**config.mk**
```make
export PLATFORM = sky130hd
export DESIGN_NAME = bitmap_id_allocator
export DESIGN_NICKNAME = d
export VERILOG_FILES = /design/src/hdl/bida_pkg.sv /design/src/hdl/bida_mem.sv /design/src/hdl/bida_ctrl.sv /design/src/hdl/bitmap_id_allocator.sv
export SDC_FILE = /design/constraint.sdc
export NUM_CORES = 2
export LEC_CHECK = 0
export BUFFER_PORTS_ARGS = -buffer_cell sky130_fd_sc_hd__buf_2
export CORE_AREA = 2 2 534 536
export CTS_BUF_LIST = sky130_fd_sc_hd__clkbuf_4 sky130_fd_sc_hd__clkbuf_8
export DETAILED_ROUTE_END_ITERATION = 8
export DIE_AREA = 0 0 536 538
export PLACE_DENSITY = 0.5
export SYNTH_ARGS = -nofsm -noshare
export SYNTH_HDL_FRONTEND = slang
export SYNTH_SLANG_ARGS = --single-unit
```
**constraint.sdc**
```tcl
create_clock -name clk -period 6.6 [get_ports clk]
set_input_delay 1.98 -clock clk [delete_from_list [all_inputs] [get_ports clk]]
set_output_delay 1.98 -clock clk [all_outputs]
set_load 0.02 [all_outputs]
```
**src/hdl/bida_pkg.sv**
```systemverilog
package bida_pkg;

	// Default geometry of the id store.
	localparam int NUM_WORDS_DEF = 64;
	localparam int WORD_BITS_DEF = 32;

	// Fixed widths of the request and result fields.
	localparam int ID_W     = 11;
	localparam int STATUS_W = 3;

	// Shift used by the reciprocal that splits an id into word and bit.
	localparam int DIV_SHIFT = 18;

	// Request kinds.
	localparam logic REQ_ALLOC   = 1'b0;
	localparam logic REQ_RELEASE = 1'b1;

	// Result status codes.
	localparam logic [STATUS_W-1:0] STAT_OK    = 3'd0;
	localparam logic [STATUS_W-1:0] STAT_FULL  = 3'd1;
	localparam logic [STATUS_W-1:0] STAT_ZERO  = 3'd2;
	localparam logic [STATUS_W-1:0] STAT_RANGE = 3'd3;
	localparam logic [STATUS_W-1:0] STAT_FREE  = 3'd4;

	typedef enum logic [2:0] {
		S_CLEAR,
		S_IDLE,
		S_DEC,
		S_RD,
		S_SCAN
	} state_t;

	typedef struct packed {
		logic wr_en;
		logic rd_en;
	} mem_ctl_t;

endpackage

```
**src/hdl/bida_mem.sv**
```systemverilog
module bida_mem #(
	parameter int NUM_WORDS = bida_pkg::NUM_WORDS_DEF,
	parameter int WORD_BITS = bida_pkg::WORD_BITS_DEF
) (
	input  logic                         clk,
	input  bida_pkg::mem_ctl_t           ctl,
	input  logic [$clog2(NUM_WORDS)-1:0] waddr,
	input  logic [WORD_BITS-1:0]         wdata,
	input  logic [$clog2(NUM_WORDS)-1:0] raddr,
	output logic [WORD_BITS-1:0]         rdata
);

	// One write port and one read port; the read is registered, so read data appears in the cycle after the address.
	logic [WORD_BITS-1:0] mem [NUM_WORDS];
	logic [WORD_BITS-1:0] rdata_q;

	always_ff @(posedge clk) begin
		if (ctl.wr_en) begin
			mem[waddr] <= wdata;
		end
		if (ctl.rd_en) begin
			rdata_q <= mem[raddr];
		end
	end

	assign rdata = rdata_q;

endmodule

```
**src/hdl/bida_ctrl.sv**
```systemverilog
module bida_ctrl #(
	parameter int NUM_WORDS = bida_pkg::NUM_WORDS_DEF,
	parameter int WORD_BITS = bida_pkg::WORD_BITS_DEF
) (
	input  logic                             clk,
	input  logic                             arst_n,
	input  logic                             start,
	output logic                             busy,
	input  logic                             req_type,
	input  logic [bida_pkg::ID_W-1:0]        release_id,
	output logic                             done,
	output logic [bida_pkg::ID_W-1:0]        granted_id,
	output logic [bida_pkg::STATUS_W-1:0]    status,
	output bida_pkg::mem_ctl_t               mem_ctl,
	output logic [$clog2(NUM_WORDS)-1:0]     waddr,
	output logic [WORD_BITS-1:0]             wdata,
	output logic [$clog2(NUM_WORDS)-1:0]     raddr,
	input  logic [WORD_BITS-1:0]             rdata
);

	localparam int AW    = $clog2(NUM_WORDS);
	localparam int LW    = $clog2(NUM_WORDS + 1);
	localparam int BW    = $clog2(WORD_BITS);
	localparam int IW    = bida_pkg::ID_W;
	localparam int PW    = bida_pkg::ID_W + bida_pkg::DIV_SHIFT;
	localparam int RECIP = ((1 << bida_pkg::DIV_SHIFT) + WORD_BITS - 1) / WORD_BITS;

	bida_pkg::state_t state_q, state_d;

	logic [LW-1:0]                  lfw_q, lfw_d;
	logic [AW-1:0]                  ptr_q, ptr_d;
	logic                           done_q, done_d;
	logic                           op_q, op_d;
	logic [IW-1:0]                  rid_q, rid_d;
	logic [IW-1:0]                  quo_q, quo_d;
	logic [IW-1:0]                  gid_q, gid_d;
	logic [bida_pkg::STATUS_W-1:0]  stat_q, stat_d;

	logic [PW-1:0]        prod_c;
	logic [IW-1:0]        quo_c;
	logic                 range_bad;
	logic [IW-1:0]        rem_c;
	logic [BW-1:0]        bit_c;
	logic [WORD_BITS-1:0] inv_c;
	logic [WORD_BITS-1:0] iso_c;
	logic [WORD_BITS-1:0] new_word;
	logic [BW-1:0]        bpos_c;
	logic [IW-1:0]        gid_c;
	logic                 rd_full;
	logic                 new_full;
	logic                 ptr_last;
	logic                 lfw_none;
	logic [AW-1:0]        ptr_inc;

	// Shared decode of the registered state and the memory read data.
	always_comb begin : decode
		prod_c    = PW'(rid_q) * PW'(RECIP);
		quo_c     = IW'(prod_c >> bida_pkg::DIV_SHIFT);
		range_bad = (32'(quo_c) >= 32'(NUM_WORDS));
		rem_c     = rid_q - IW'(quo_q * IW'(WORD_BITS));
		bit_c     = BW'(rem_c);
		inv_c     = ~rdata;
		iso_c     = inv_c & (~inv_c + WORD_BITS'(1));
		new_word  = rdata | iso_c;
		bpos_c    = '0;
		for (int i = 0; i < WORD_BITS; i++) begin
			if (iso_c[i]) begin
				bpos_c = BW'(i);
			end
		end
		gid_c     = IW'(32'(ptr_q) * 32'(WORD_BITS) + 32'(bpos_c));
		rd_full   = &rdata;
		new_full  = &new_word;
		ptr_last  = (ptr_q == AW'(NUM_WORDS - 1));
		lfw_none  = (lfw_q == LW'(NUM_WORDS));
		ptr_inc   = ptr_q + AW'(1);
	end

	always_comb begin : next_state
		state_d = state_q;
		unique case (state_q)
			bida_pkg::S_CLEAR: begin
				if (ptr_last) begin
					state_d = bida_pkg::S_IDLE;
				end
			end
			bida_pkg::S_IDLE: begin
				if (start) begin
					if (req_type == bida_pkg::REQ_ALLOC) begin
						if (!lfw_none) begin
							state_d = bida_pkg::S_RD;
						end
					end else if (release_id != '0) begin
						state_d = bida_pkg::S_DEC;
					end
				end
			end
			bida_pkg::S_DEC: begin
				state_d = range_bad ? bida_pkg::S_IDLE : bida_pkg::S_RD;
			end
			bida_pkg::S_RD: begin
				if (op_q == bida_pkg::REQ_ALLOC && (rd_full || (new_full && !ptr_last))) begin
					state_d = bida_pkg::S_SCAN;
				end else begin
					state_d = bida_pkg::S_IDLE;
				end
			end
			bida_pkg::S_SCAN: begin
				if (!rd_full || ptr_last) begin
					state_d = bida_pkg::S_IDLE;
				end
			end
			default: begin
				state_d = bida_pkg::S_IDLE;
			end
		endcase
	end

	always_comb begin : actions
		mem_ctl = '0;
		waddr   = ptr_q;
		wdata   = '0;
		raddr   = ptr_q;
		ptr_d   = ptr_q;
		lfw_d   = lfw_q;
		done_d  = 1'b0;
		op_d    = op_q;
		rid_d   = rid_q;
		quo_d   = quo_q;
		gid_d   = gid_q;
		stat_d  = stat_q;
		unique case (state_q)
			bida_pkg::S_CLEAR: begin
				mem_ctl.wr_en = 1'b1;
				wdata         = (ptr_q == '0) ? WORD_BITS'(1) : '0;
				ptr_d         = ptr_inc;
			end
			bida_pkg::S_IDLE: begin
				if (start) begin
					op_d  = req_type;
					rid_d = release_id;
					gid_d = '0;
					if (req_type == bida_pkg::REQ_ALLOC) begin
						if (lfw_none) begin
							done_d = 1'b1;
							stat_d = bida_pkg::STAT_FULL;
						end else begin
							mem_ctl.rd_en = 1'b1;
							raddr         = AW'(lfw_q);
							ptr_d         = AW'(lfw_q);
						end
					end else if (release_id == '0) begin
						done_d = 1'b1;
						stat_d = bida_pkg::STAT_ZERO;
					end
				end
			end
			bida_pkg::S_DEC: begin
				quo_d = quo_c;
				if (range_bad) begin
					done_d = 1'b1;
					stat_d = bida_pkg::STAT_RANGE;
				end else begin
					mem_ctl.rd_en = 1'b1;
					raddr         = AW'(quo_c);
					ptr_d         = AW'(quo_c);
				end
			end
			bida_pkg::S_RD: begin
				done_d = 1'b1;
				if (op_q == bida_pkg::REQ_ALLOC) begin
					if (rd_full) begin
						// The word was full after all: answer full and rescan from it.
						stat_d        = bida_pkg::STAT_FULL;
						mem_ctl.rd_en = 1'b1;
					end else begin
						mem_ctl.wr_en = 1'b1;
						wdata         = new_word;
						stat_d        = bida_pkg::STAT_OK;
						gid_d         = gid_c;
						if (new_full) begin
							if (ptr_last) begin
								lfw_d = LW'(NUM_WORDS);
							end else begin
								mem_ctl.rd_en = 1'b1;
								raddr         = ptr_inc;
								ptr_d         = ptr_inc;
							end
						end
					end
				end else if (!rdata[bit_c]) begin
					stat_d = bida_pkg::STAT_FREE;
				end else begin
					mem_ctl.wr_en = 1'b1;
					wdata         = rdata & ~(WORD_BITS'(1) << bit_c);
					stat_d        = bida_pkg::STAT_OK;
					if (LW'(ptr_q) < lfw_q) begin
						lfw_d = LW'(ptr_q);
					end
				end
			end
			bida_pkg::S_SCAN: begin
				if (!rd_full) begin
					lfw_d = LW'(ptr_q);
				end else if (ptr_last) begin
					lfw_d = LW'(NUM_WORDS);
				end else begin
					mem_ctl.rd_en = 1'b1;
					raddr         = ptr_inc;
					ptr_d         = ptr_inc;
				end
			end
			default: begin
			end
		endcase
	end

	always_ff @(posedge clk or negedge arst_n) begin
		if (!arst_n) begin
			state_q <= bida_pkg::S_CLEAR;
			lfw_q   <= '0;
			ptr_q   <= '0;
			done_q  <= 1'b0;
		end else begin
			state_q <= state_d;
			lfw_q   <= lfw_d;
			ptr_q   <= ptr_d;
			done_q  <= done_d;
		end
	end

	always_ff @(posedge clk) begin
		op_q   <= op_d;
		rid_q  <= rid_d;
		quo_q  <= quo_d;
		gid_q  <= gid_d;
		stat_q <= stat_d;
	end

	assign busy       = (state_q != bida_pkg::S_IDLE);
	assign done       = done_q;
	assign granted_id = gid_q;
	assign status     = stat_q;

endmodule

```
**src/hdl/bitmap_id_allocator.sv**
```systemverilog
// Channel  | Signals                           | Transfer
// ---------+-----------------------------------+--------------------------------------
// request  | start, busy, req_type, release_id | rising edge with start high, busy low
// result   | done, granted_id, status          | rising edge ending the cycle done is high
//
// An allocate holds busy through S_RD after its transfer, a release through S_DEC and S_RD (S_DEC
// alone if the id is out of range); the result follows in the cycle after the last of these states,
// and no new request is taken while busy is high. A release of id 0 or an allocate with every id
// taken is answered without leaving idle. An allocate that fills a word other than the last
// starts a scan through the bitmap memory read port, one word per cycle, busy high past the result.
// After reset the block clears the bitmap memory with busy held high; the receiver cannot stall.
module bitmap_id_allocator #(
	parameter int NUM_WORDS = bida_pkg::NUM_WORDS_DEF,
	parameter int WORD_BITS = bida_pkg::WORD_BITS_DEF
) (
	input  logic                          clk,
	input  logic                          arst_n,
	input  logic                          start,
	output logic                          busy,
	input  logic                          req_type,
	input  logic [bida_pkg::ID_W-1:0]     release_id,
	output logic                          done,
	output logic [bida_pkg::ID_W-1:0]     granted_id,
	output logic [bida_pkg::STATUS_W-1:0] status
);

	localparam int AW = $clog2(NUM_WORDS);

	// The bitmap lives in a single memory with one write and one read port. Each word
	// holds WORD_BITS ids, a set bit meaning the id is taken. The controller reads a word,
	// modifies it and writes it back in the following cycle; a scan for the next word
	// with a free id streams reads through the same port, one word per cycle.
	bida_pkg::mem_ctl_t   mem_ctl;
	logic [AW-1:0]        mem_waddr;
	logic [WORD_BITS-1:0] mem_wdata;
	logic [AW-1:0]        mem_raddr;
	logic [WORD_BITS-1:0] mem_rdata;

	// The controller holds the index of the lowest word with a free id, splits a
	// released id into word and bit with a reciprocal multiplication, and runs the
	// clearing pass that follows reset. Word 0 is written with its lowest bit set so
	// that id 0 is never handed out.
	bida_ctrl #(
		.NUM_WORDS(NUM_WORDS),
		.WORD_BITS(WORD_BITS)
	) u_ctrl (
		.clk       (clk),
		.arst_n    (arst_n),
		.start     (start),
		.busy      (busy),
		.req_type  (req_type),
		.release_id(release_id),
		.done      (done),
		.granted_id(granted_id),
		.status    (status),
		.mem_ctl   (mem_ctl),
		.waddr     (mem_waddr),
		.wdata     (mem_wdata),
		.raddr     (mem_raddr),
		.rdata     (mem_rdata)
	);

	// Accesses never collide: a write goes to the word just read, while any read in
	// the same cycle goes to the word above it, so no forwarding is needed.
	bida_mem #(
		.NUM_WORDS(NUM_WORDS),
		.WORD_BITS(WORD_BITS)
	) u_mem (
		.clk  (clk),
		.ctl  (mem_ctl),
		.waddr(mem_waddr),
		.wdata(mem_wdata),
		.raddr(mem_raddr),
		.rdata(mem_rdata)
	);

endmodule

```
==> out/metrics.csv <==
metric;value;unit
status;finished clean;
max_cap viols;0;
Antenna Violating Nets Remaining;0;
io pins;31;
clk_skew;0.0899;ns
post-route clock period utilization;98.6;%
vias post-DR;46300;
sequential-to-total area share from yosys stat;75.3;%
count of different cell masters after synthesis;77;
Routed WL per cell;27.8;µm
pre-CTS setup slack;-0.170;ns
deepest clock path buffer count;4;
CTS tree;yes;
clk sinks;2123;
CP Capture Type;register;
Yosys top cell by area;edfxtp_1;
Rows;196;
worst r2r path cells;16;
prevailing post-synth register cell;edfxtp_1;
largest net degree at the start of global routing;66;
fin nets;5026;
Least-Margin Pin Slew;1.24;ns
vias in the first global route;46400;
critical path launch point type;register;
post-synthesis adder-cell area fraction;0.115;%
Max Slew Vio Count;0;
reg-to-reg setup timing slack;0.09;ns
Num CTS Buffers;361;
DRC violations left;0;
net count after synthesis;4547;
Critical Path End;u_mem.rdata[15];
post-cts resize count;0;
Slew headroom;17.1;%
Compound-Gate Fraction of Synth Area;4.20;%
Die Ht;538;µm
mux share of post-synthesis cell area;14.9;%
RR Startpoint;u_mem.rdata[4];
LEAKAGE;0.0316;µW
Detailed Route WL;252000;µm
Initial Util;29.8;%
Clock Pin Slew Worst Setup and Hold Paths;0.06;ns
CTS root buf;clkbuf_8;
Via density;5.12;
initial antenna violation count;25;
Synth Area in Simple Gates;4.03;%
class of the worst hold path;reg -> reg;
syn avg cell area;18.7;µm²
Final HPWL DP;146000;µm
clk_lat worst skew;1.10;ns
H-tree depth reported by CTS;5;
Core Region;0.283;mm²
Synth Warn #;0;
area grow syn2layout;17.4;%
fillcell total;26600;
Yosys reg bits;2123;
min Tclk post-route;6.51;ns
WP data arrival;7.33;ns
Max FO, Critical Path;14;
Post-Synthesis Cells;4525;
setup violators final;0;
synth cell count leaders;edfxtp_1 (2106), mux2i_1 (508), mux4_2 (266);
cell with the most instances after synthesis;edfxtp_1;
EDFF count, synth;2106;
WS Path Type;reg -> reg;
Layout Utilization;35.0;%
drt first-iter violations;5140;
die width;536;µm
Synth area leaders;edfxtp_1 (75%), mux4_2 (7.1%), mux2i_1 (6.0%), mux2_2 (1.8%), a22oi_1 (1.5%);
Async SR Flop Fraction;0.801;%
first-pass iteration count of the detailed router;5;
crit path from;u_mem.rdata[4];
port bufs;30;
Hold Crit Depth;1;
Hold Vio Cnt, Final;0;
gr ovfl total;0;
hold buffer count at CTS;0;
final worst-path setup slack;0.0894;ns
global-route wire length before repair;354000;µm
share of post-route cells with drive strength above 1;27.5;%
worst reg2reg path endpoint;u_mem.rdata[15];
top cell type's share of synthesized area;74.8;%
die area;0.288;mm²
postcts setup bufs;0;
CP required;7.42;ns
XOR/XNOR Fraction of Synth Area;0.0207;%
total global-route track usage;17.2;%
Worst VDD drop;0.395;mV
PwrDens;447;mW/mm²
gpl congestion;0.895;
fmax;154;MHz
Post-Synthesis Cell Area;0.0845;mm²
largest family of logic cells by synthesized area;multiplexers;
[per-layer routing]
layer	vias up	part of all wire, %	track usage, %
met3	352	7.1	3.02
met5	-	0.0036	0
met1	24600	44	24.2
li1	19500	-	-
met4	2	2.4	5.08
met2	1876	46	27.2
[kinds of logic (layout without fill, tap and decap cells)]
kind of cell               Yosys count  count (layout)
muxes                              906             906
buffers and inverters              286            1023
other                                0              21
adders and majority gates            8               8
AOI/OAI and AO/OA                  506             506
DFF                               2123            2123
xor gates and xnor gates             2               2
and+or+nand+nor                    694             694
[per-stage QoR]
step | total power (µW) | TNS, ns | hold slack (ns) | instance area (µm²) | std cells
finish | 44300 | 0 | 0.529 | 99200 | 9045
global route | 46200 | -0.174 | 0.557 | 99200 | 9040
CTS | 44800 | 0 | 0.533 | 99100 | 9023
detailed placement | 33400 | -0.363 | 0.519 | 92400 | 8402
global placement | 33300 | -0.0537 | 0.514 | 92400 | 8402
floorplan | 26700 | 0 | 0.479 | 84500 | 4525
[critical path, stage by stage, from the launching register on]
cell,delay [ns]
edfxtp_1,0.76
nand4_2,0.17
buf_4,0.21
or4_1,0.57
nor2_2,0.32
o2111a_1,0.26
nand2_1,0.13
o41ai_1,0.39
nand3_1,0.21
o211ai_4,0.30
buf_12,0.25
buf_4,0.27
buf_4,0.35
mux4_2,0.55
a22oi_1,0.25
nand4_1,0.67
or3_1,0.57
[power breakdown]
part           leakage, µW  internal [µW]  switching (µW)  total, µW
Clock              0.00359           6140            5200      11300
Combinational      0.00834           6340            9720      16100
Sequential          0.0197          16400             487      16900
Total               0.0316          28900           15400      44300
[cell type report]
type                       instances  area, µm²  area share [%]
antenna                           21       52.6          0.0530
clock buffer                     489       5970            6.02
clock inverter                   132        788           0.795
inverter                          22       82.6          0.0832
multi-input combinational       2116      20500            20.7
sequential                      2123      63700            64.2
tap                             3762       4710            4.74
timing repair buffer             380       3410            3.44
[how the worst min path moves through the flow]
stage                            endpoint            start  slack (ns)
after floorplan           u_ctrl.lfw_q[6]  u_ctrl.lfw_q[6]        0.48
after global placement    u_ctrl.lfw_q[4]  u_ctrl.lfw_q[4]        0.51
after detailed placement  u_ctrl.lfw_q[4]  u_ctrl.lfw_q[4]        0.52
after CTS                 u_ctrl.lfw_q[4]  u_ctrl.lfw_q[4]        0.53
after global routing      u_ctrl.lfw_q[4]  u_ctrl.lfw_q[4]        0.56
final                     u_ctrl.lfw_q[4]  u_ctrl.lfw_q[4]        0.53
[registers in the layout, summed over array words and instances, names as in the netlist]
register,flops
u_ctrl.op_q,1
u_ctrl.status,3
u_ctrl.granted_id,11
u_mem.rdata,32
u_mem.mem,2048
u_ctrl.rid_q,11
u_ctrl.state_q,3
u_ctrl.done,1
u_ctrl.lfw_q,7
u_ctrl.waddr,6
[cell usage in the layout, fill, tap and decap left out, types with 30 or more instances in the layout]
cell	instances
clkinv_1	85
nand2b_1	37
o21ai_0	57
a21oi_1	40
nand3_1	98
edfxtp_1	2106
nand4_1	73
buf_4	300
mux2i_1	508
nand2_1	213
clkbuf_4	121
nor2_4	72
mux2_2	132
or3_1	43
clkbuf_8	368
mux4_2	266
clkinv_2	30
buf_12	49
buf_2	30
nor2_1	68
a22oi_1	171
o211ai_1	137
(Power assumes the default switching activity.)
